File: config.mk
export PLATFORM = sky130hd
export DESIGN_NAME = ambient_display_brightness_select_unit
export DESIGN_NICKNAME = d
export VERILOG_FILES = /design/src/adbs_pkg.sv /design/src/adbs_divider.sv /design/src/adbs_curve.sv /design/src/ambient_display_brightness_select_unit.sv
export SDC_FILE = /design/constraint.sdc
export NUM_CORES = 1
export LEC_CHECK = 0
export ABC_AREA = 1
export BUFFER_PORTS_ARGS = -buffer_cell sky130_fd_sc_hd__buf_2
export CAP_MARGIN = 20
export CELL_PAD_IN_SITES_DETAIL_PLACEMENT = 1
export CELL_PAD_IN_SITES_GLOBAL_PLACEMENT = 2
export CORE_ASPECT_RATIO = 1.1
export CORE_MARGIN = 2
export CORE_UTILIZATION = 33
export DETAILED_ROUTE_END_ITERATION = 10
export PLACE_DENSITY_LB_ADDON = 0.08
export SLEW_MARGIN = 10
export SYNTH_ARGS = -nofsm -noshare
export SYNTH_HDL_FRONTEND = slang
export SYNTH_SLANG_ARGS = --single-unit
File: constraint.sdc
create_clock -name clock -period 5.9 [get_ports clock]
set_input_delay 1.18 -clock clock [delete_from_list [all_inputs] [get_ports clock]]
set_output_delay 1.18 -clock clock [all_outputs]
set_load 0.02 [all_outputs]
File: src/adbs_pkg.sv
`timescale 1ns / 1ps
package adbs_pkg;

   localparam int SAMPLE_W = 12;
   localparam int FRAC_W = 8;
   localparam int SMOOTH_W = SAMPLE_W + FRAC_W;
   localparam int LEVEL_W = 8;
   localparam int TIME_W = 32;
   localparam int LEVELS = 1 << LEVEL_W;
   localparam int LEVEL_BIT_W = $clog2(LEVEL_W);

   localparam int CURVE_ENTRIES = 1024;
   localparam int CURVE_TOP = CURVE_ENTRIES - 1;
   localparam int CURVE_BITS = $clog2(CURVE_ENTRIES);
   localparam int PROD_W = SMOOTH_W + CURVE_BITS;
   localparam int NUM_W = PROD_W - FRAC_W;
   localparam int DIV_CNT_W = $clog2(CURVE_BITS + 1);
   localparam logic [CURVE_BITS-1:0] IDX_TOP = CURVE_BITS'(CURVE_TOP);

   localparam int BOOST_MS = 2000;
   localparam logic [TIME_W-1:0] BOOST_WINDOW = TIME_W'(BOOST_MS);

   // curve y = 255 * x^(12/5), compared as (2y - 1)/510 against x^(12/5)
   localparam int CURVE_POW_NUM = 12;
   localparam int CURVE_POW_DEN = 5;
   localparam int CURVE_HALF_SCALE = 510;
   localparam int BIG_W = 200;

   localparam logic [LEVEL_W-1:0] LEVEL_MAX = '1;
   localparam logic [LEVEL_W-1:0] LEVEL_MIN_ON = LEVEL_W'(1);

   localparam logic CMD_SAMPLE = 1'b0;
   localparam logic CMD_HOME = 1'b1;

   localparam int CSR_ADDR_W = 5;
   localparam int CSR_DATA_W = 32;
   localparam int REG_IDX_W = 3;
   localparam logic [REG_IDX_W-1:0] REG_FULL_SCALE = 3'd0;
   localparam logic [REG_IDX_W-1:0] REG_ALLOW_OFF = 3'd1;
   localparam logic [REG_IDX_W-1:0] REG_BOOST_LEVEL = 3'd2;
   localparam logic [REG_IDX_W-1:0] REG_AUTO_MODE = 3'd3;
   localparam logic [REG_IDX_W-1:0] REG_MANUAL_LEVEL = 3'd4;

   localparam logic [SAMPLE_W-1:0] FULL_SCALE_RESET = '1;
   localparam logic [LEVEL_W-1:0] BOOST_LEVEL_RESET = '1;
   localparam logic [LEVEL_W-1:0] MANUAL_LEVEL_RESET = LEVEL_W'(128);

   typedef struct packed {
      logic                cmd;
      logic [SAMPLE_W-1:0] light_sample;
      logic [TIME_W-1:0]   now_ms;
      logic                alarm_on;
      logic                on_home_screen;
   } req_word_type;

   typedef struct packed {
      logic [LEVEL_W-1:0]  brightness;
      logic [SAMPLE_W-1:0] last_raw;
      logic                boosting;
   } rsp_word_type;

   function automatic logic [BIG_W-1:0] big_pow(input logic [BIG_W-1:0] base, input int times);
      logic [BIG_W-1:0] acc;
      acc = BIG_W'(1);
      for (int i = 0; i < times; i++) begin
         acc = acc * base;
      end
      return acc;
   endfunction

   function automatic bit curve_reaches(input int idx, input int y);
      logic [BIG_W-1:0] lhs;
      logic [BIG_W-1:0] rhs;
      lhs = big_pow(BIG_W'(idx), CURVE_POW_NUM) * big_pow(BIG_W'(CURVE_HALF_SCALE), CURVE_POW_DEN);
      rhs = big_pow(BIG_W'(2 * y - 1), CURVE_POW_DEN) * big_pow(BIG_W'(CURVE_TOP), CURVE_POW_NUM);
      return lhs >= rhs;
   endfunction

   // smallest curve index whose rounded value reaches y
   function automatic logic [CURVE_BITS-1:0] curve_threshold(input int y);
      int lo;
      int hi;
      int mid;
      lo = 0;
      hi = CURVE_TOP;
      if (y == 0) begin
         return '0;
      end
      while (lo < hi) begin
         mid = (lo + hi) >> 1;
         if (curve_reaches(mid, y)) begin
            hi = mid;
         end else begin
            lo = mid + 1;
         end
      end
      return CURVE_BITS'(lo);
   endfunction

endpackage

File: src/adbs_divider.sv
`timescale 1ns / 1ps
module adbs_divider (
   input  logic                                clock,
   input  logic                                reset,
   input  logic                                start,
   input  logic [adbs_pkg::NUM_W-1:0]          num,
   input  logic [adbs_pkg::SAMPLE_W-1:0]       divisor,
   output logic                                done,
   output logic [adbs_pkg::CURVE_BITS-1:0]     quot
);

   logic                                busy_ff, busy_in;
   logic                                done_ff, done_in;
   logic [adbs_pkg::DIV_CNT_W-1:0]      cnt_ff, cnt_in;
   logic [adbs_pkg::SAMPLE_W-1:0]       rem_ff, rem_in;
   logic [adbs_pkg::SAMPLE_W-1:0]       div_ff, div_in;
   logic [adbs_pkg::CURVE_BITS-1:0]     low_ff, low_in;
   logic [adbs_pkg::CURVE_BITS-1:0]     quot_ff, quot_in;
   logic [adbs_pkg::SAMPLE_W:0]         trial;
   logic [adbs_pkg::SAMPLE_W:0]         diff;
   logic                                ge;
   logic [adbs_pkg::NUM_W-1:0]          limit;

   assign limit = {divisor, {adbs_pkg::CURVE_BITS{1'b0}}};
   assign trial = {rem_ff, low_ff[adbs_pkg::CURVE_BITS-1]};
   assign diff = trial - {1'b0, div_ff};
   assign ge = trial >= {1'b0, div_ff};

   always_comb begin
      busy_in = busy_ff;
      done_in = 1'b0;
      cnt_in = cnt_ff;
      rem_in = rem_ff;
      div_in = div_ff;
      low_in = low_ff;
      quot_in = quot_ff;
      if (start) begin
         div_in = divisor;
         if (divisor == '0) begin
            quot_in = (num != '0) ? adbs_pkg::IDX_TOP : '0;
            done_in = 1'b1;
         end else if (num >= limit) begin
            quot_in = adbs_pkg::IDX_TOP;
            done_in = 1'b1;
         end else begin
            rem_in = num[adbs_pkg::NUM_W-1:adbs_pkg::CURVE_BITS];
            low_in = num[adbs_pkg::CURVE_BITS-1:0];
            quot_in = '0;
            cnt_in = adbs_pkg::DIV_CNT_W'(adbs_pkg::CURVE_BITS);
            busy_in = 1'b1;
         end
      end else if (busy_ff) begin
         rem_in = ge ? diff[adbs_pkg::SAMPLE_W-1:0] : trial[adbs_pkg::SAMPLE_W-1:0];
         quot_in = {quot_ff[adbs_pkg::CURVE_BITS-2:0], ge};
         low_in = {low_ff[adbs_pkg::CURVE_BITS-2:0], 1'b0};
         cnt_in = cnt_ff - adbs_pkg::DIV_CNT_W'(1);
         if (cnt_ff == adbs_pkg::DIV_CNT_W'(1)) begin
            busy_in = 1'b0;
            done_in = 1'b1;
         end
      end
   end

   always_ff @(posedge clock) begin
      if (reset) begin
         busy_ff <= 1'b0;
         done_ff <= 1'b0;
         cnt_ff <= '0;
      end else begin
         busy_ff <= busy_in;
         done_ff <= done_in;
         cnt_ff <= cnt_in;
      end
   end

   always_ff @(posedge clock) begin
      rem_ff <= rem_in;
      div_ff <= div_in;
      low_ff <= low_in;
      quot_ff <= quot_in;
   end

   assign done = done_ff;
   assign quot = (quot_ff > adbs_pkg::IDX_TOP) ? adbs_pkg::IDX_TOP : quot_ff;

endmodule

File: src/adbs_curve.sv
`timescale 1ns / 1ps
module adbs_curve (
   input  logic                                clock,
   input  logic                                reset,
   input  logic                                start,
   input  logic [adbs_pkg::CURVE_BITS-1:0]     idx,
   output logic                                done,
   output logic [adbs_pkg::LEVEL_W-1:0]        level
);

   logic [adbs_pkg::CURVE_BITS-1:0]     thr [adbs_pkg::LEVELS];
   logic                                busy_ff, busy_in;
   logic                                done_ff, done_in;
   logic [adbs_pkg::LEVEL_BIT_W-1:0]    bit_ff, bit_in;
   logic [adbs_pkg::LEVEL_W-1:0]        val_ff, val_in;
   logic [adbs_pkg::CURVE_BITS-1:0]     idx_ff, idx_in;
   logic [adbs_pkg::LEVEL_W-1:0]        trial;
   logic                                take;

   // first curve index that reaches each level
   for (genvar g = 0; g < adbs_pkg::LEVELS; g++) begin : g_thr
      localparam logic [adbs_pkg::CURVE_BITS-1:0] TH = adbs_pkg::curve_threshold(g);
      assign thr[g] = TH;
   end

   assign trial = val_ff | (adbs_pkg::LEVEL_W'(1) << bit_ff);
   assign take = thr[trial] <= idx_ff;

   always_comb begin
      busy_in = busy_ff;
      done_in = 1'b0;
      bit_in = bit_ff;
      val_in = val_ff;
      idx_in = idx_ff;
      if (start) begin
         idx_in = idx;
         val_in = '0;
         bit_in = adbs_pkg::LEVEL_BIT_W'(adbs_pkg::LEVEL_W - 1);
         busy_in = 1'b1;
      end else if (busy_ff) begin
         if (take) begin
            val_in = trial;
         end
         if (bit_ff == '0) begin
            busy_in = 1'b0;
            done_in = 1'b1;
         end else begin
            bit_in = bit_ff - adbs_pkg::LEVEL_BIT_W'(1);
         end
      end
   end

   always_ff @(posedge clock) begin
      if (reset) begin
         busy_ff <= 1'b0;
         done_ff <= 1'b0;
         bit_ff <= '0;
      end else begin
         busy_ff <= busy_in;
         done_ff <= done_in;
         bit_ff <= bit_in;
      end
   end

   always_ff @(posedge clock) begin
      val_ff <= val_in;
      idx_ff <= idx_in;
   end

   assign done = done_ff;
   assign level = val_ff;

endmodule

File: src/ambient_display_brightness_select_unit.sv
`timescale 1ns / 1ps
// Picks a display brightness for each light-sensor word. A sample word updates an exponential
// average of the light level (gain 1/4, 12.8 fixed point, first sample loads it) and returns
// one result word; a home-event word only records its time stamp and returns nothing. Priority:
// alarm gives 255, a non-home screen or the 2000 ms window after a home event gives the boost
// level, otherwise auto mode follows a round(255*x^2.4) curve of the smoothed level over full
// scale and manual mode gives the manual level; every level but the alarm's is held at 1 or
// above unless allow_off is set. A sample word passes from acceptance to a valid result through
// a load step, a bit-serial divider producing the 10 curve-index bits one bit per cycle, a
// hand-off step, an 8-step successive-approximation search over the curve thresholds, a hand-off
// step and the output step. When full scale is zero or the level saturates the curve index the
// divider finishes at once. One sample is in work at a time and the next word is taken the cycle
// after the result is loaded, and the result is loaded only once rsp_ready lets the output take
// it; the result register lets the next word in while a result waits.
module ambient_display_brightness_select_unit (
   input  logic                                   clock,
   input  logic                                   reset,
   input  logic                                   req_valid,
   output logic                                   req_ready,
   input  adbs_pkg::req_word_type                 req_word,
   output logic                                   rsp_valid,
   input  logic                                   rsp_ready,
   output adbs_pkg::rsp_word_type                 rsp_word,
   input  logic                                   psel,
   input  logic                                   penable,
   input  logic                                   pwrite,
   input  logic [adbs_pkg::CSR_ADDR_W-1:0]        paddr,
   input  logic [adbs_pkg::CSR_DATA_W-1:0]        pwdata,
   output logic [adbs_pkg::CSR_DATA_W-1:0]        prdata,
   output logic                                   pready
);

   localparam logic [2:0] S_IDLE = 3'd0;
   localparam logic [2:0] S_LOAD = 3'd1;
   localparam logic [2:0] S_DIV = 3'd2;
   localparam logic [2:0] S_CURVE = 3'd3;
   localparam logic [2:0] S_OUT = 3'd4;

   logic [2:0]                          state_ff, state_in;
   logic [adbs_pkg::SAMPLE_W-1:0]       full_scale_ff;
   logic                                allow_off_ff;
   logic [adbs_pkg::LEVEL_W-1:0]        boost_level_ff;
   logic                                auto_mode_ff;
   logic [adbs_pkg::LEVEL_W-1:0]        manual_level_ff;

   logic [adbs_pkg::SMOOTH_W-1:0]       smoothed_ff, smoothed_in;
   logic                                have_ff, have_in;
   logic [adbs_pkg::TIME_W-1:0]         home_time_ff, home_time_in;
   logic [adbs_pkg::SAMPLE_W-1:0]       raw_ff, raw_in;
   logic                                alarm_ff, alarm_in;
   logic                                home_ff, home_in;
   logic                                boost_ff, boost_in;
   logic [adbs_pkg::LEVEL_W-1:0]        curve_ff, curve_in;
   logic                                rsp_valid_ff, rsp_valid_in;
   adbs_pkg::rsp_word_type              rsp_word_ff, rsp_word_in;

   logic                                cfg_write;
   logic [adbs_pkg::REG_IDX_W-1:0]      cfg_idx;
   logic                                req_take;
   logic                                out_load;
   logic [adbs_pkg::SMOOTH_W+1:0]       blend;
   logic [adbs_pkg::TIME_W-1:0]         elapsed;
   logic                                boost_now;
   logic [adbs_pkg::PROD_W-1:0]         prod;
   logic                                div_start;
   logic                                div_done;
   logic [adbs_pkg::CURVE_BITS-1:0]     div_quot;
   logic                                curve_start;
   logic                                curve_done;
   logic [adbs_pkg::LEVEL_W-1:0]        curve_level;
   logic [adbs_pkg::LEVEL_W-1:0]        pick;
   logic [adbs_pkg::LEVEL_W-1:0]        floored;

   assign pready = 1'b1;
   assign cfg_write = psel && penable && pwrite && pready;
   assign cfg_idx = paddr[adbs_pkg::CSR_ADDR_W-1:2];

   always_ff @(posedge clock) begin
      if (reset) begin
         full_scale_ff <= adbs_pkg::FULL_SCALE_RESET;
         allow_off_ff <= 1'b0;
         boost_level_ff <= adbs_pkg::BOOST_LEVEL_RESET;
         auto_mode_ff <= 1'b1;
         manual_level_ff <= adbs_pkg::MANUAL_LEVEL_RESET;
      end else if (cfg_write) begin
         unique case (cfg_idx)
            adbs_pkg::REG_FULL_SCALE: full_scale_ff <= pwdata[adbs_pkg::SAMPLE_W-1:0];
            adbs_pkg::REG_ALLOW_OFF: allow_off_ff <= pwdata[0];
            adbs_pkg::REG_BOOST_LEVEL: boost_level_ff <= pwdata[adbs_pkg::LEVEL_W-1:0];
            adbs_pkg::REG_AUTO_MODE: auto_mode_ff <= pwdata[0];
            adbs_pkg::REG_MANUAL_LEVEL: manual_level_ff <= pwdata[adbs_pkg::LEVEL_W-1:0];
            default: begin
            end
         endcase
      end
   end

   always_comb begin
      unique case (cfg_idx)
         adbs_pkg::REG_FULL_SCALE: prdata = adbs_pkg::CSR_DATA_W'(full_scale_ff);
         adbs_pkg::REG_ALLOW_OFF: prdata = adbs_pkg::CSR_DATA_W'(allow_off_ff);
         adbs_pkg::REG_BOOST_LEVEL: prdata = adbs_pkg::CSR_DATA_W'(boost_level_ff);
         adbs_pkg::REG_AUTO_MODE: prdata = adbs_pkg::CSR_DATA_W'(auto_mode_ff);
         adbs_pkg::REG_MANUAL_LEVEL: prdata = adbs_pkg::CSR_DATA_W'(manual_level_ff);
         default: prdata = '0;
      endcase
   end

   assign req_ready = state_ff == S_IDLE;
   assign req_take = req_valid && req_ready;

   // (3 s + sample * 256 + 2) / 4
   assign blend = {2'b00, smoothed_ff} + {1'b0, smoothed_ff, 1'b0}
                + {2'b00, req_word.light_sample, {adbs_pkg::FRAC_W{1'b0}}}
                + (adbs_pkg::SMOOTH_W + 2)'(2);
   assign elapsed = req_word.now_ms - home_time_ff;
   assign boost_now = (home_time_ff != '0) && (elapsed <= adbs_pkg::BOOST_WINDOW);

   assign prod = adbs_pkg::PROD_W'(adbs_pkg::CURVE_TOP) * adbs_pkg::PROD_W'(smoothed_ff);

   adbs_divider u_divider (
      .clock   (clock),
      .reset   (reset),
      .start   (div_start),
      .num     (prod[adbs_pkg::PROD_W-1:adbs_pkg::FRAC_W]),
      .divisor (full_scale_ff),
      .done    (div_done),
      .quot    (div_quot)
   );

   adbs_curve u_curve (
      .clock (clock),
      .reset (reset),
      .start (curve_start),
      .idx   (div_quot),
      .done  (curve_done),
      .level (curve_level)
   );

   always_comb begin
      priority if (alarm_ff) begin
         pick = adbs_pkg::LEVEL_MAX;
      end else if (!home_ff || boost_ff) begin
         pick = boost_level_ff;
      end else if (auto_mode_ff) begin
         pick = curve_ff;
      end else begin
         pick = manual_level_ff;
      end
   end

   assign floored = (!alarm_ff && !allow_off_ff && pick == '0) ? adbs_pkg::LEVEL_MIN_ON : pick;
   assign out_load = (state_ff == S_OUT) && (!rsp_valid_ff || rsp_ready);

   always_comb begin
      state_in = state_ff;
      smoothed_in = smoothed_ff;
      have_in = have_ff;
      home_time_in = home_time_ff;
      raw_in = raw_ff;
      alarm_in = alarm_ff;
      home_in = home_ff;
      boost_in = boost_ff;
      curve_in = curve_ff;
      div_start = 1'b0;
      curve_start = 1'b0;
      rsp_word_in = rsp_word_ff;
      rsp_valid_in = rsp_valid_ff && !rsp_ready;
      unique case (state_ff)
         S_IDLE: begin
            if (req_take) begin
               if (req_word.cmd == adbs_pkg::CMD_HOME) begin
                  home_time_in = req_word.now_ms;
               end else begin
                  raw_in = req_word.light_sample;
                  have_in = 1'b1;
                  smoothed_in = have_ff ? blend[adbs_pkg::SMOOTH_W+1:2]
                              : {req_word.light_sample, {adbs_pkg::FRAC_W{1'b0}}};
                  alarm_in = req_word.alarm_on;
                  home_in = req_word.on_home_screen;
                  boost_in = boost_now;
                  state_in = S_LOAD;
               end
            end
         end
         S_LOAD: begin
            div_start = 1'b1;
            state_in = S_DIV;
         end
         S_DIV: begin
            if (div_done) begin
               curve_start = 1'b1;
               state_in = S_CURVE;
            end
         end
         S_CURVE: begin
            if (curve_done) begin
               curve_in = curve_level;
               state_in = S_OUT;
            end
         end
         S_OUT: begin
            if (out_load) begin
               rsp_word_in.brightness = floored;
               rsp_word_in.last_raw = raw_ff;
               rsp_word_in.boosting = boost_ff;
               rsp_valid_in = 1'b1;
               state_in = S_IDLE;
            end
         end
         default: begin
            state_in = S_IDLE;
         end
      endcase
   end

   always_ff @(posedge clock) begin
      if (reset) begin
         state_ff <= S_IDLE;
         smoothed_ff <= '0;
         have_ff <= 1'b0;
         home_time_ff <= '0;
         raw_ff <= '0;
         rsp_valid_ff <= 1'b0;
      end else begin
         state_ff <= state_in;
         smoothed_ff <= smoothed_in;
         have_ff <= have_in;
         home_time_ff <= home_time_in;
         raw_ff <= raw_in;
         rsp_valid_ff <= rsp_valid_in;
      end
   end

   always_ff @(posedge clock) begin
      alarm_ff <= alarm_in;
      home_ff <= home_in;
      boost_ff <= boost_in;
      curve_ff <= curve_in;
      rsp_word_ff <= rsp_word_in;
   end

   assign rsp_valid = rsp_valid_ff;
   assign rsp_word = rsp_word_ff;

   a_div_done_in_div: assert property (@(posedge clock) disable iff (reset)
      div_done |-> state_ff == S_DIV)
      else $error("divider finished outside the divide step");

   a_curve_done_in_curve: assert property (@(posedge clock) disable iff (reset)
      curve_done |-> state_ff == S_CURVE)
      else $error("curve search finished outside the search step");

   a_home_no_work: assert property (@(posedge clock) disable iff (reset)
      req_take && req_word.cmd == adbs_pkg::CMD_HOME |=> state_ff == S_IDLE && $stable(smoothed_ff))
      else $error("home event started sample work");

   a_alarm_full: assert property (@(posedge clock) disable iff (reset)
      out_load && alarm_ff |=> rsp_valid && rsp_word.brightness == adbs_pkg::LEVEL_MAX)
      else $error("alarm word without full brightness");

endmodule
==> results of run 1 <==
==> cell type report <==
type / instances / area [sq um] / share of cell area [%]
Antenna cell: 1 / 2.50 / 0.0102
Clock buffer: 33 / 728 / 2.96
Clock inverter: 17 / 209 / 0.849
Inverter: 438 / 1650 / 6.70
Multi-Input combinational cell: 1944 / 13600 / 55.1
Sequential cell: 204 / 5000 / 20.3
Tap cell: 760 / 951 / 3.86
Timing Repair Buffer: 351 / 2510 / 10.2
==> what timing repair did <==
action                     4_1_cts  5_1_grt
buffers inserted                32       19
setup endpoints to repair       38       38
pin swaps                       45       62
gates resized for setup        150       73
cloned                           3        1
==> metrics by stage <==
stage               setup WS (ns)  cell area (sq um)  total power (W)
floorplan                 0.00119              19800          0.00526
global placement           -0.503              22400          0.00723
detailed placement         -0.623              22400          0.00736
CTS                        -0.371              24200           0.0101
global route               -0.786              24600           0.0114
finish                     -0.480              24600           0.0105
==> layout by cell type (no fill, tap or decap), drive strengths merged, types with 11 or more instances in the layout <==
| cell type | instances |
|---|---|
| buf | 351 |
| nor3 | 38 |
| xnor2 | 14 |
| ha | 173 |
| nand2 | 589 |
| a31oi | 15 |
| nand4 | 43 |
| clkinv | 12 |
| dfxtp | 118 |
| fa | 119 |
| edfxtp | 86 |
| a21oi | 255 |
| nand3 | 124 |
| o211ai | 29 |
| o21ai | 200 |
| inv | 437 |
| xor2 | 23 |
| o221ai | 11 |
| nor2 | 197 |
| clkbuf | 33 |
| conb | 21 |
==> sequential cells by signal, indices dropped and copies added, names as in the netlist, 3 cells and up <==
| name | cells |
|---|---|
| u_divider.div_ff | 12 |
| u_divider.quot_ff | 10 |
| curve_ff | 8 |
| rsp_word | 21 |
| u_divider.rem_ff | 12 |
| manual_level_ff | 8 |
| u_curve.bit_ff | 3 |
| u_curve.level | 8 |
| u_curve.idx_ff | 10 |
| boost_level_ff | 8 |
| smoothed_ff | 20 |
| full_scale_ff | 12 |
| state_ff | 3 |
| home_time_ff | 32 |
| u_divider.low_ff | 10 |
| u_divider.cnt_ff | 4 |
| raw_ff | 12 |
==> routing by layer <==
metal | wire [microns] | share of wire [%] | track usage [%]
met5 | 28 | 0.042 | 0
met3 | 2310 | 3.4 | 2.75
met2 | 33300 | 50 | 39.3
met1 | 29800 | 44 | 27.5
met4 | 1630 | 2.4 | 5.73
==> logic make-up (layout without fill, tap and decap cells) <==
| logic type | Yosys count | count (layout) | synth area share, % |
|---|---|---|---|
| other | 2 | 22 | 0.0386 |
| adders and majority gates | 292 | 292 | 23.3 |
| and+or+nand+nor | 1011 | 1012 | 21.8 |
| AOI/OAI and AO/OA | 582 | 582 | 17.0 |
| DFF | 204 | 204 | 25.4 |
| buffers and inverters | 533 | 839 | 10.8 |
| xor gates and xnor gates | 37 | 37 | 1.66 |
==> power groups by stage <==
stage	registers, W	logic, W	clock network [W]
after CTS	0.00190	0.00639	0.00181
after global routing	0.00192	0.00758	0.00185
final	0.00190	0.00680	0.00176
after detailed placement	0.00193	0.00543	0
after global placement	0.00192	0.00531	0
after floorplan	0.00191	0.00335	0
==> worst reg2reg max path: cells and delay by family, from the launching register on <==
family | cells | cell delay [ns]
adder cells (fa/ha/maj) | 7 | 3.14
buffers and inverters | 10 | 0.98
AND/OR/NAND/NOR | 10 | 0.84
AO/OA/AOI/OAI | 6 | 0.82
flip-flops | 1 | 0.37
==> worst min path at each step <==
stage                         startpoint                 to  slack, ns  cells after the start
global placement    u_divider.quot_ff[9]  u_curve.idx_ff[9]       0.40                      0
finish                  u_curve.level[0]        curve_ff[0]       0.43                      0
global route        u_divider.quot_ff[9]  u_curve.idx_ff[9]       0.43                      0
CTS                     u_curve.level[0]        curve_ff[0]       0.43                      0
floorplan               u_curve.level[0]        curve_ff[0]       0.41                      0
detailed placement      u_curve.level[0]        curve_ff[0]       0.42                      0
==> run_results.csv, run 1 <==
group,metric,value,unit
clocking,postCtsHoldBufs,0,
synthesis,synth_ff_type,"dfxtp_1",
layout,fill_cells,7218,
worst_setup_path,crit_type,"flop to flop",
power,power_frac_seq,18.2,%
worst_setup_path,rr_startpoint,"smoothed_ff[4]",
power,combPwrFrac,65.0,%
floorplanning,ios,147,
worst_setup_path,r2r_end,"u_divider.rem_ff[4]",
worst_setup_path,cp.arrival,6.73,ns
run,cap_violations,0,
synthesis,ys_seq_area_share,25.4,%
power,intPower,0.00590,W
clocking,htree_levels,1,
synthesis,synthArstFlopShare,0,%
synthesis,postSynthAreaPerCell,7.32,sq um
worst_setup_path,cpMostUsedCell,"inv_2",
worst_setup_path,worstRegToRegCells,33,
placed_design,io_buffers,103,
synthesis,ys_types,63,
synthesis,syn_inst,2661,
power,vdd_drop_max,0.291,mV
timing,fin_crit,6.38,ns
worst_setup_path,critPathTopFamily,"adder cells",
worst_setup_path,path_buf_inv,10,
timing,fin_skew,0.0305,ns
synthesis,synth_seq_cells,204,
synthesis,synth_top_area_cell,"edfxtp_1",
worst_setup_path,cp_slowest_cell,"fa_2",
timing,setup_viol,38,
floorplanning,fp.dieW,236,microns
detailed_routing,wl_per_cell,17.9,microns
clocking,clock_sinks,204,
power,switchingPower,0.00455,W
detailed_routing,wl,67100,microns
synthesis,syn-cell-area,19500,sq um
worst_setup_path,cp-start-kind,"flop",
outcome,violations,"setup timing",
synthesis,yosys-top-cells-count,"nand2_1, inv_1, a21oi_1",
clocking,cts.path.max_buffers,3,
floorplanning,rows,93,
global_routing,grt_pass1_vias,20300,
detailed_routing,drc,0,
floorplanning,start_util,33.3,%
worst_setup_path,worstSetupEndpointType,"flop",
synthesis,synth_edf_count,86,
clocking,insertion_delay,0.59,ns
global_routing,antenna_found_initial,4,
timing,grt_setup_unrepaired,"true",
detailed_routing,antenna_left,0,
clocking,cts-root-buf,"clkbuf_16",
outcome,status,"complete, but fails checks",
timing,hold_viol_final,0,
detailed_routing,vias,18900,
timing,relSlewSlack,36.0,%
placed_design,placedCellCount,3644,
synthesis,synth.top_cell.area_share,13.3,%
power,p_sw_share,43.6,%
global_routing,overflow,0,
synthesis,synth_most_common_cell,"nand2_1",
layout,fin_util,42.1,%
worst_setup_path,r2r_slack,-0.48,ns
floorplanning,die_y,259,microns
layout,synthToLayoutAreaGrowth,26.4,%
clocking,clk_pin_slew,0.06,ns
power,p_leak,11.6,nW
worst_setup_path,endpoint,"u_divider.rem_ff[4]",
synthesis,synth_area_leaders,"edfxtp_1, fa_1, dfxtp_1",
timing,fin_crit_sh,108,%
timing,timing.fmax,157,MHz
timing,tightest_slew,0.956,ns
detailed_routing,drtPass1Iterations,5,
layout,final_layout_size_suffix_gt1_share,21.9,%
worst_setup_path,crit_cells,33,
worst_setup_path,required,6.25,ns
global_routing,grt_pass1_wl,108000,microns
detailed_routing,routed_via_density,5.05,
worst_setup_path,cp-startpoint,"smoothed_ff[4]",
timing,timing.hold.ws,0.427,ns
worst_setup_path,cp_slowest_stage_delay,0.64,ns
power,clkPwrFrac,16.8,%
power,power.density,425,nW/um^2
placed_design,dp_hpwl,53200,microns
global_routing,grt_max_degree,65,
timing,fin_tns_setup,-14.64,ns
detailed_routing,drtIter0Drc,679,
clocking,numCtsBuffers,27,
worst_setup_path,crit_fanout,6,
placed_design,gp_congestion,0.910,
layout,final_cells,3748,
timing,finalWorstSetupSlack,-0.480,ns
worst_hold_path,min_path_type,"flop to flop",
global_routing,grt.total_usage,21.8,%
floorplanning,die_area,61000,sq um
clocking,cts_tree,"done",
timing,drv_slew,0,
floorplanning,core_area,58400,sq um
synthesis,ys_warn_count,0,
layout,finalNetCount,3349,
Note: power is estimated with default switching activity, not from simulation.
==> run 2, diff against run 1 <==
PLACE_DENSITY_LB_ADDON = 0.1   (was 0.08)
==> run 2 against run 1 <==
The run still ends with setup timing left. Sequential share of layout area up 0.38 points. Critical path type unchanged. Flip-flop and latch count stayed put. Hold slack lost 0.015 ns. Combinational power is 7.8% lower. Register-to-register slack better by 0.21 ns. Highest routed layer unchanged.
==> run_results.csv, run 2 (synthesis results as in run 1) <==
group,metric,value,unit
outcome,status,"complete, but fails checks",
outcome,violations,"setup timing",
floorplanning,start_util,33.3,%
detailed_routing,wl_per_cell,17.8,microns
power,power.density,412,nW/um^2
placed_design,dp_hpwl,53200,microns
power,power_frac_seq,19.1,%
placed_design,placedCellCount,3637,
worst_setup_path,crit_fanout,11,
global_routing,overflow,0,
timing,tightest_slew,0.985,ns
clocking,clk_pin_slew,0.06,ns
floorplanning,rows,93,
timing,grt_setup_unrepaired,"true",
detailed_routing,drtPass1Iterations,5,
detailed_routing,wl,66100,microns
clocking,clock_sinks,204,
global_routing,antenna_found_initial,4,
detailed_routing,drtIter0Drc,736,
power,p_sw_share,44.1,%
floorplanning,die_area,61000,sq um
layout,final_cells,3719,
floorplanning,fp.dieW,236,microns
floorplanning,die_y,259,microns
detailed_routing,antenna_left,0,
power,intPower,0.00557,W
worst_setup_path,worstSetupEndpointType,"flop",
floorplanning,ios,147,
timing,timing.fmax,162,MHz
power,p_leak,11.4,nW
clocking,cts-root-buf,"clkbuf_16",
worst_setup_path,cp_slowest_stage_delay,0.53,ns
timing,fin_crit_sh,105,%
clocking,cts.path.max_buffers,3,
clocking,cts_tree,"done",
layout,final_layout_size_suffix_gt1_share,20.0,%
timing,drv_slew,0,
worst_setup_path,path_buf_inv,8,
power,vdd_drop_max,0.264,mV
placed_design,gp_congestion,0.913,
worst_setup_path,cp_slowest_cell,"fa_1",
power,combPwrFrac,63.0,%
worst_setup_path,required,6.23,ns
layout,finalNetCount,3320,
clocking,htree_levels,1,
clocking,insertion_delay,0.58,ns
placed_design,dpl_worst_slack,-0.609,ns
timing,relSlewSlack,34.4,%
layout,layout_common_cells,"nand2_1, inv_1, a21oi_1",
timing,fin_tns_setup,-8.79,ns
layout,synthToLayoutAreaGrowth,24.1,%
power,clkPwrFrac,17.9,%
detailed_routing,routed_via_density,5.03,
timing,fin_crit,6.17,ns
global_routing,grt.total_usage,21.5,%
floorplanning,core_area,58400,sq um
layout,largest_register_ffs,32,
detailed_routing,vias,18700,
layout,mostFrequentLayoutCell,"nand2_1",
timing,setup_viol,37,
global_routing,grt_max_degree,65,
worst_setup_path,crit_type,"flop to flop",
timing,timing.hold.ws,0.412,ns
global_routing,grt_pass1_wl,107000,microns
clocking,postCtsHoldBufs,0,
worst_setup_path,cp-start-kind,"flop",
power,switchingPower,0.00439,W
global_routing,grt_pass1_vias,20000,
worst_setup_path,cp.arrival,6.50,ns
timing,hold_viol_final,0,
placed_design,io_buffers,103,
timing,finalWorstSetupSlack,-0.269,ns
worst_setup_path,critPathTopFamily,"adder cells",
layout,largest_register,"home_time_ff",
run,cap_violations,0,
detailed_routing,drc,0,
timing,fin_skew,0.0400,ns
worst_hold_path,min_path_type,"flop to flop",
clocking,numCtsBuffers,27,
[run 2: changes by cell type in the layout (fill, tap and decap cells not counted), moves of 7 or more]
| cell | change |
|---|---|
| buf_4 | -21 |
| buf_6 | -7 |
| inv_1 | +9 |
| inv_2 | -8 |
| nand2_1 | +9 |
| nand2_2 | -11 |
[run 2: area by class of cell]
cell class              instances  area, sq um
fillers                      7259        34200
multi-input cells            1944        13400
flip-flops and latches        204         5000
repair buffers                322         2210
inverters                     438         1650
well taps                     760          951
clock buffers                  33          739
clock inverters                17          223
diodes                          1         2.50
[run 2: metrics by stage]
step	instance area [sq um]	power, W	util (%)
after CTS	23900	0.00986	41.0
after global routing	24200	0.0109	41.4
after detailed placement	22300	0.00728	38.2
after floorplan	19800	0.00526	-
final	24200	0.00996	41.4
after global placement	22300	0.00716	38.2
[run 2: timing repair]
item                       in CTS  in global routing
setup endpoints to repair      38                 38
gates cloned                    2                  0
pin swaps                      50                 54
buffers inserted               22                  9
resized for setup             132                 43
[run 2: path summary, 6_finish.rpt]
kind	depth (start not counted)	start	slack, ns	to
max	30	smoothed_ff[7]	-0.27	u_divider.rem_ff[8]
min	0	u_divider.quot_ff[9]	0.41	u_curve.idx_ff[9]
max reg2reg	30	smoothed_ff[7]	-0.27	u_divider.rem_ff[8]
min reg2reg	0	u_divider.quot_ff[9]	0.41	u_curve.idx_ff[9]
[run 2: power by group through the flow]
stage	sequential (W)	clock [W]	combinational, W
2_1_floorplan	0.00191	0	0.00335
6_report	0.00190	0.00178	0.00627
3_5_place_dp	0.00193	0	0.00535
3_3_place_gp	0.00192	0	0.00524
4_1_cts	0.00190	0.00184	0.00612
5_1_grt	0.00193	0.00189	0.00703
[run 2: layer usage]
| layer | track usage (%) | part of all wire [%] | vias to the layer above |
|---|---|---|---|
| met5 | 0 | 0.053 | - |
| met4 | 4.41 | 1.7 | 6 |
| met3 | 2.13 | 2.8 | 63 |
| met2 | 39.5 | 50 | 242 |
| met1 | 27.4 | 45 | 9073 |
| li1 | - | - | 9309 |
==> run 3, diff against run 2 <==
ABC_AREA = 0   (was 1)
CAP_MARGIN = default   (was 20)
CORE_UTILIZATION = 35   (was 33)
==> run 3 against run 2 <==
The flow still finishes with violations (setup timing). Routed wire length down 8.5%. Sequential share of layout area up 0.69 points. Clock skew down 0.025 ns. Fmax down 8.0%. Synthesized area down 1.4%. Clock power down 12%. Critical path depth down 5. Register-to-register slack worse by 0.54 ns. Setup slack worse by 0.54 ns. Highest routed layer unchanged.
==> run_results.csv, run 3 <==
group,metric,value,unit
worst_setup_path,cp-start-kind,"flop",
synthesis,synth_most_common_cell,"nand2_1",
timing,fin_crit_sh,114,%
timing,grt_setup_unrepaired,"true",
power,power.density,315,nW/um^2
synthesis,synth_ff_type,"dfxtp_1",
global_routing,grt_pass1_wl,97400,microns
timing,hold_viol_final,0,
clocking,cts-root-buf,"clkbuf_16",
floorplanning,die_y,250,microns
floorplanning,ios,147,
outcome,status,"complete, but fails checks",
detailed_routing,vias,17300,
power,vdd_drop_max,0.271,mV
layout,finalNetCount,2899,
synthesis,syn-cell-area,19200,sq um
timing,timing.fmax,149,MHz
synthesis,ys_warn_count,0,
placed_design,dpl_worst_slack,-0.878,ns
synthesis,synth_seq_cells,204,
clocking,clk_pin_slew,0.06,ns
synthesis,synthArstFlopShare,0,%
timing,relSlewSlack,28.0,%
synthesis,ys_types,88,
synthesis,ys_seq_area_share,25.7,%
detailed_routing,drtIter0Drc,823,
worst_setup_path,crit_fanout,8,
layout,largest_register_ffs,32,
synthesis,synth.top_cell.area_share,13.4,%
clocking,numCtsBuffers,27,
worst_hold_path,hold_path_depth,0,
floorplanning,core_area,54500,sq um
placed_design,io_buffers,103,
floorplanning,fp.dieW,227,microns
global_routing,grt.total_usage,21.2,%
layout,layout_common_cells,"buf_4, nand2_1, inv_1",
placed_design,gp_congestion,0.826,
clocking,clock_sinks,204,
timing,tightest_slew,1.08,ns
clocking,cts_tree,"done",
global_routing,grt_max_degree,70,
floorplanning,start_util,35.2,%
floorplanning,die_area,56800,sq um
timing,finalWorstSetupSlack,-0.807,ns
floorplanning,rows,90,
detailed_routing,routed_via_density,5.29,
worst_setup_path,required,6.17,ns
outcome,violations,"setup timing",
timing,setup_viol,38,
detailed_routing,antenna_left,0,
clocking,postCtsHoldBufs,0,
layout,mostFrequentLayoutCell,"buf_4",
detailed_routing,wl_per_cell,18.5,microns
layout,fill_cells,6484,
timing,fin_skew,0.0151,ns
global_routing,overflow,0,
worst_setup_path,crit_type,"flop to flop",
power,p_leak,10.2,nW
detailed_routing,drtPass1Iterations,5,
clocking,cts.path.max_buffers,3,
synthesis,synth_area_leaders,"edfxtp_1, fa_1, dfxtp_1",
detailed_routing,drc,0,
run,cap_violations,0,
layout,final_layout_size_suffix_gt1_share,20.1,%
synthesis,synth_edf_count,86,
global_routing,antenna_found_initial,5,
layout,largest_register,"home_time_ff",
timing,drv_slew,0,
worst_setup_path,r2r_slack,-0.81,ns
layout,synthToLayoutAreaGrowth,21.6,%
synthesis,synth_top_area_cell,"edfxtp_1",
worst_setup_path,worstSetupEndpointType,"flop",
worst_setup_path,cp.arrival,6.98,ns
power,power,0.00736,W
detailed_routing,wl,60500,microns
clocking,htree_levels,1,
worst_hold_path,min_path_type,"flop to flop",
global_routing,grt_pass1_vias,18400,
timing,fin_crit,6.71,ns
worst_setup_path,worstRegToRegCells,25,
clocking,insertion_delay,0.56,ns
placed_design,dp_hpwl,46400,microns
synthesis,postSynthAreaPerCell,8.52,sq um
synthesis,syn_inst,2254,
synthesis,yosys-top-cells-count,"nand2_1, inv_1, a21oi_1",
==> run 3: logic make-up after synthesis <==
logic type | count (synthesis) | synth area share [%]
compound gates | 626 | 21.6
xor+xnor | 48 | 2.19
fa+ha+maj | 292 | 23.7
buf+inv | 375 | 7.76
flops | 204 | 25.7
mux | 55 | 3.04
other cells | 2 | 0.0391
simple gates | 652 | 15.9
==> run 3: worst paths after layout <==
kind | start | to
setup / recovery | smoothed_ff[11] | u_divider.rem_ff[5]
hold / removal | u_divider.quot_ff[9] | u_curve.idx_ff[9]
setup reg to reg | smoothed_ff[11] | u_divider.rem_ff[5]
hold reg to reg | u_divider.quot_ff[9] | u_curve.idx_ff[9]
==> run 3: layout make-up <==
type | count | area [sq um] | area share [%]
flip-flops and latches | 204 | 4990 | 21.4
inverters | 232 | 873 | 3.74
repair buffers | 357 | 2480 | 10.6
multi-input cells | 1694 | 13200 | 56.7
diodes | 2 | 5.00 | 0.0214
well taps | 736 | 921 | 3.94
clock buffers | 35 | 757 | 3.24
clock inverters | 15 | 83.8 | 0.359
==> run 3: critical path, stage by stage (launching register included) <==
cell	delay [ns]
dfxtp_4	0.37
fa_1	0.63
inv_1	0.09
fa_1	0.49
fa_1	0.52
fa_1	0.54
inv_1	0.05
fa_1	0.48
ha_4	0.31
a21oi_2	0.07
o32ai_2	0.31
o22ai_2	0.16
buf_4	0.16
o21a_4	0.12
xnor2_2	0.14
ha_1	0.30
nor2b_1	0.15
o21a_1	0.16
o21a_1	0.16
o21a_1	0.17
o21a_1	0.17
o21ai_2	0.12
o2111a_1	0.23
a21o_1	0.14
and2_4	0.21
clkbuf_16	0.17
==> run 3: layer usage <==
layer  GRT usage, %  wire length (microns)
met3           2.54                   1740
met1           26.4                  26500
met5              0                     44
met4           4.18                   1000
met2           39.1                  31200
==> run 3: report_power, final <==
part	switching, W	internal (W)
logic	0.00214	0.00207
registers	0.0000477	0.00154
clock network	0.000669	0.000903
total	0.00285	0.00451
==> run 3: what timing repair did <==
item,in CTS,in global routing
setup buffers,13,8
setup endpoints to repair,38,38
cloned,0,1
pin swaps,6,10
resized for setup,26,24
==> run 3: through the flow <==
step	instances	util [%]	setup TNS (ns)	cell area, sq um	hold WS, ns
floorplan	2273	-	-18.97	19400	0.408
global placement	3201	40.5	-29.30	22000	0.408
detailed placement	3201	40.5	-32.29	22000	0.409
CTS	3264	42.5	-28.14	23100	0.423
global route	3274	42.8	-39.37	23300	0.436
finish	3275	42.8	-28.69	23300	0.422
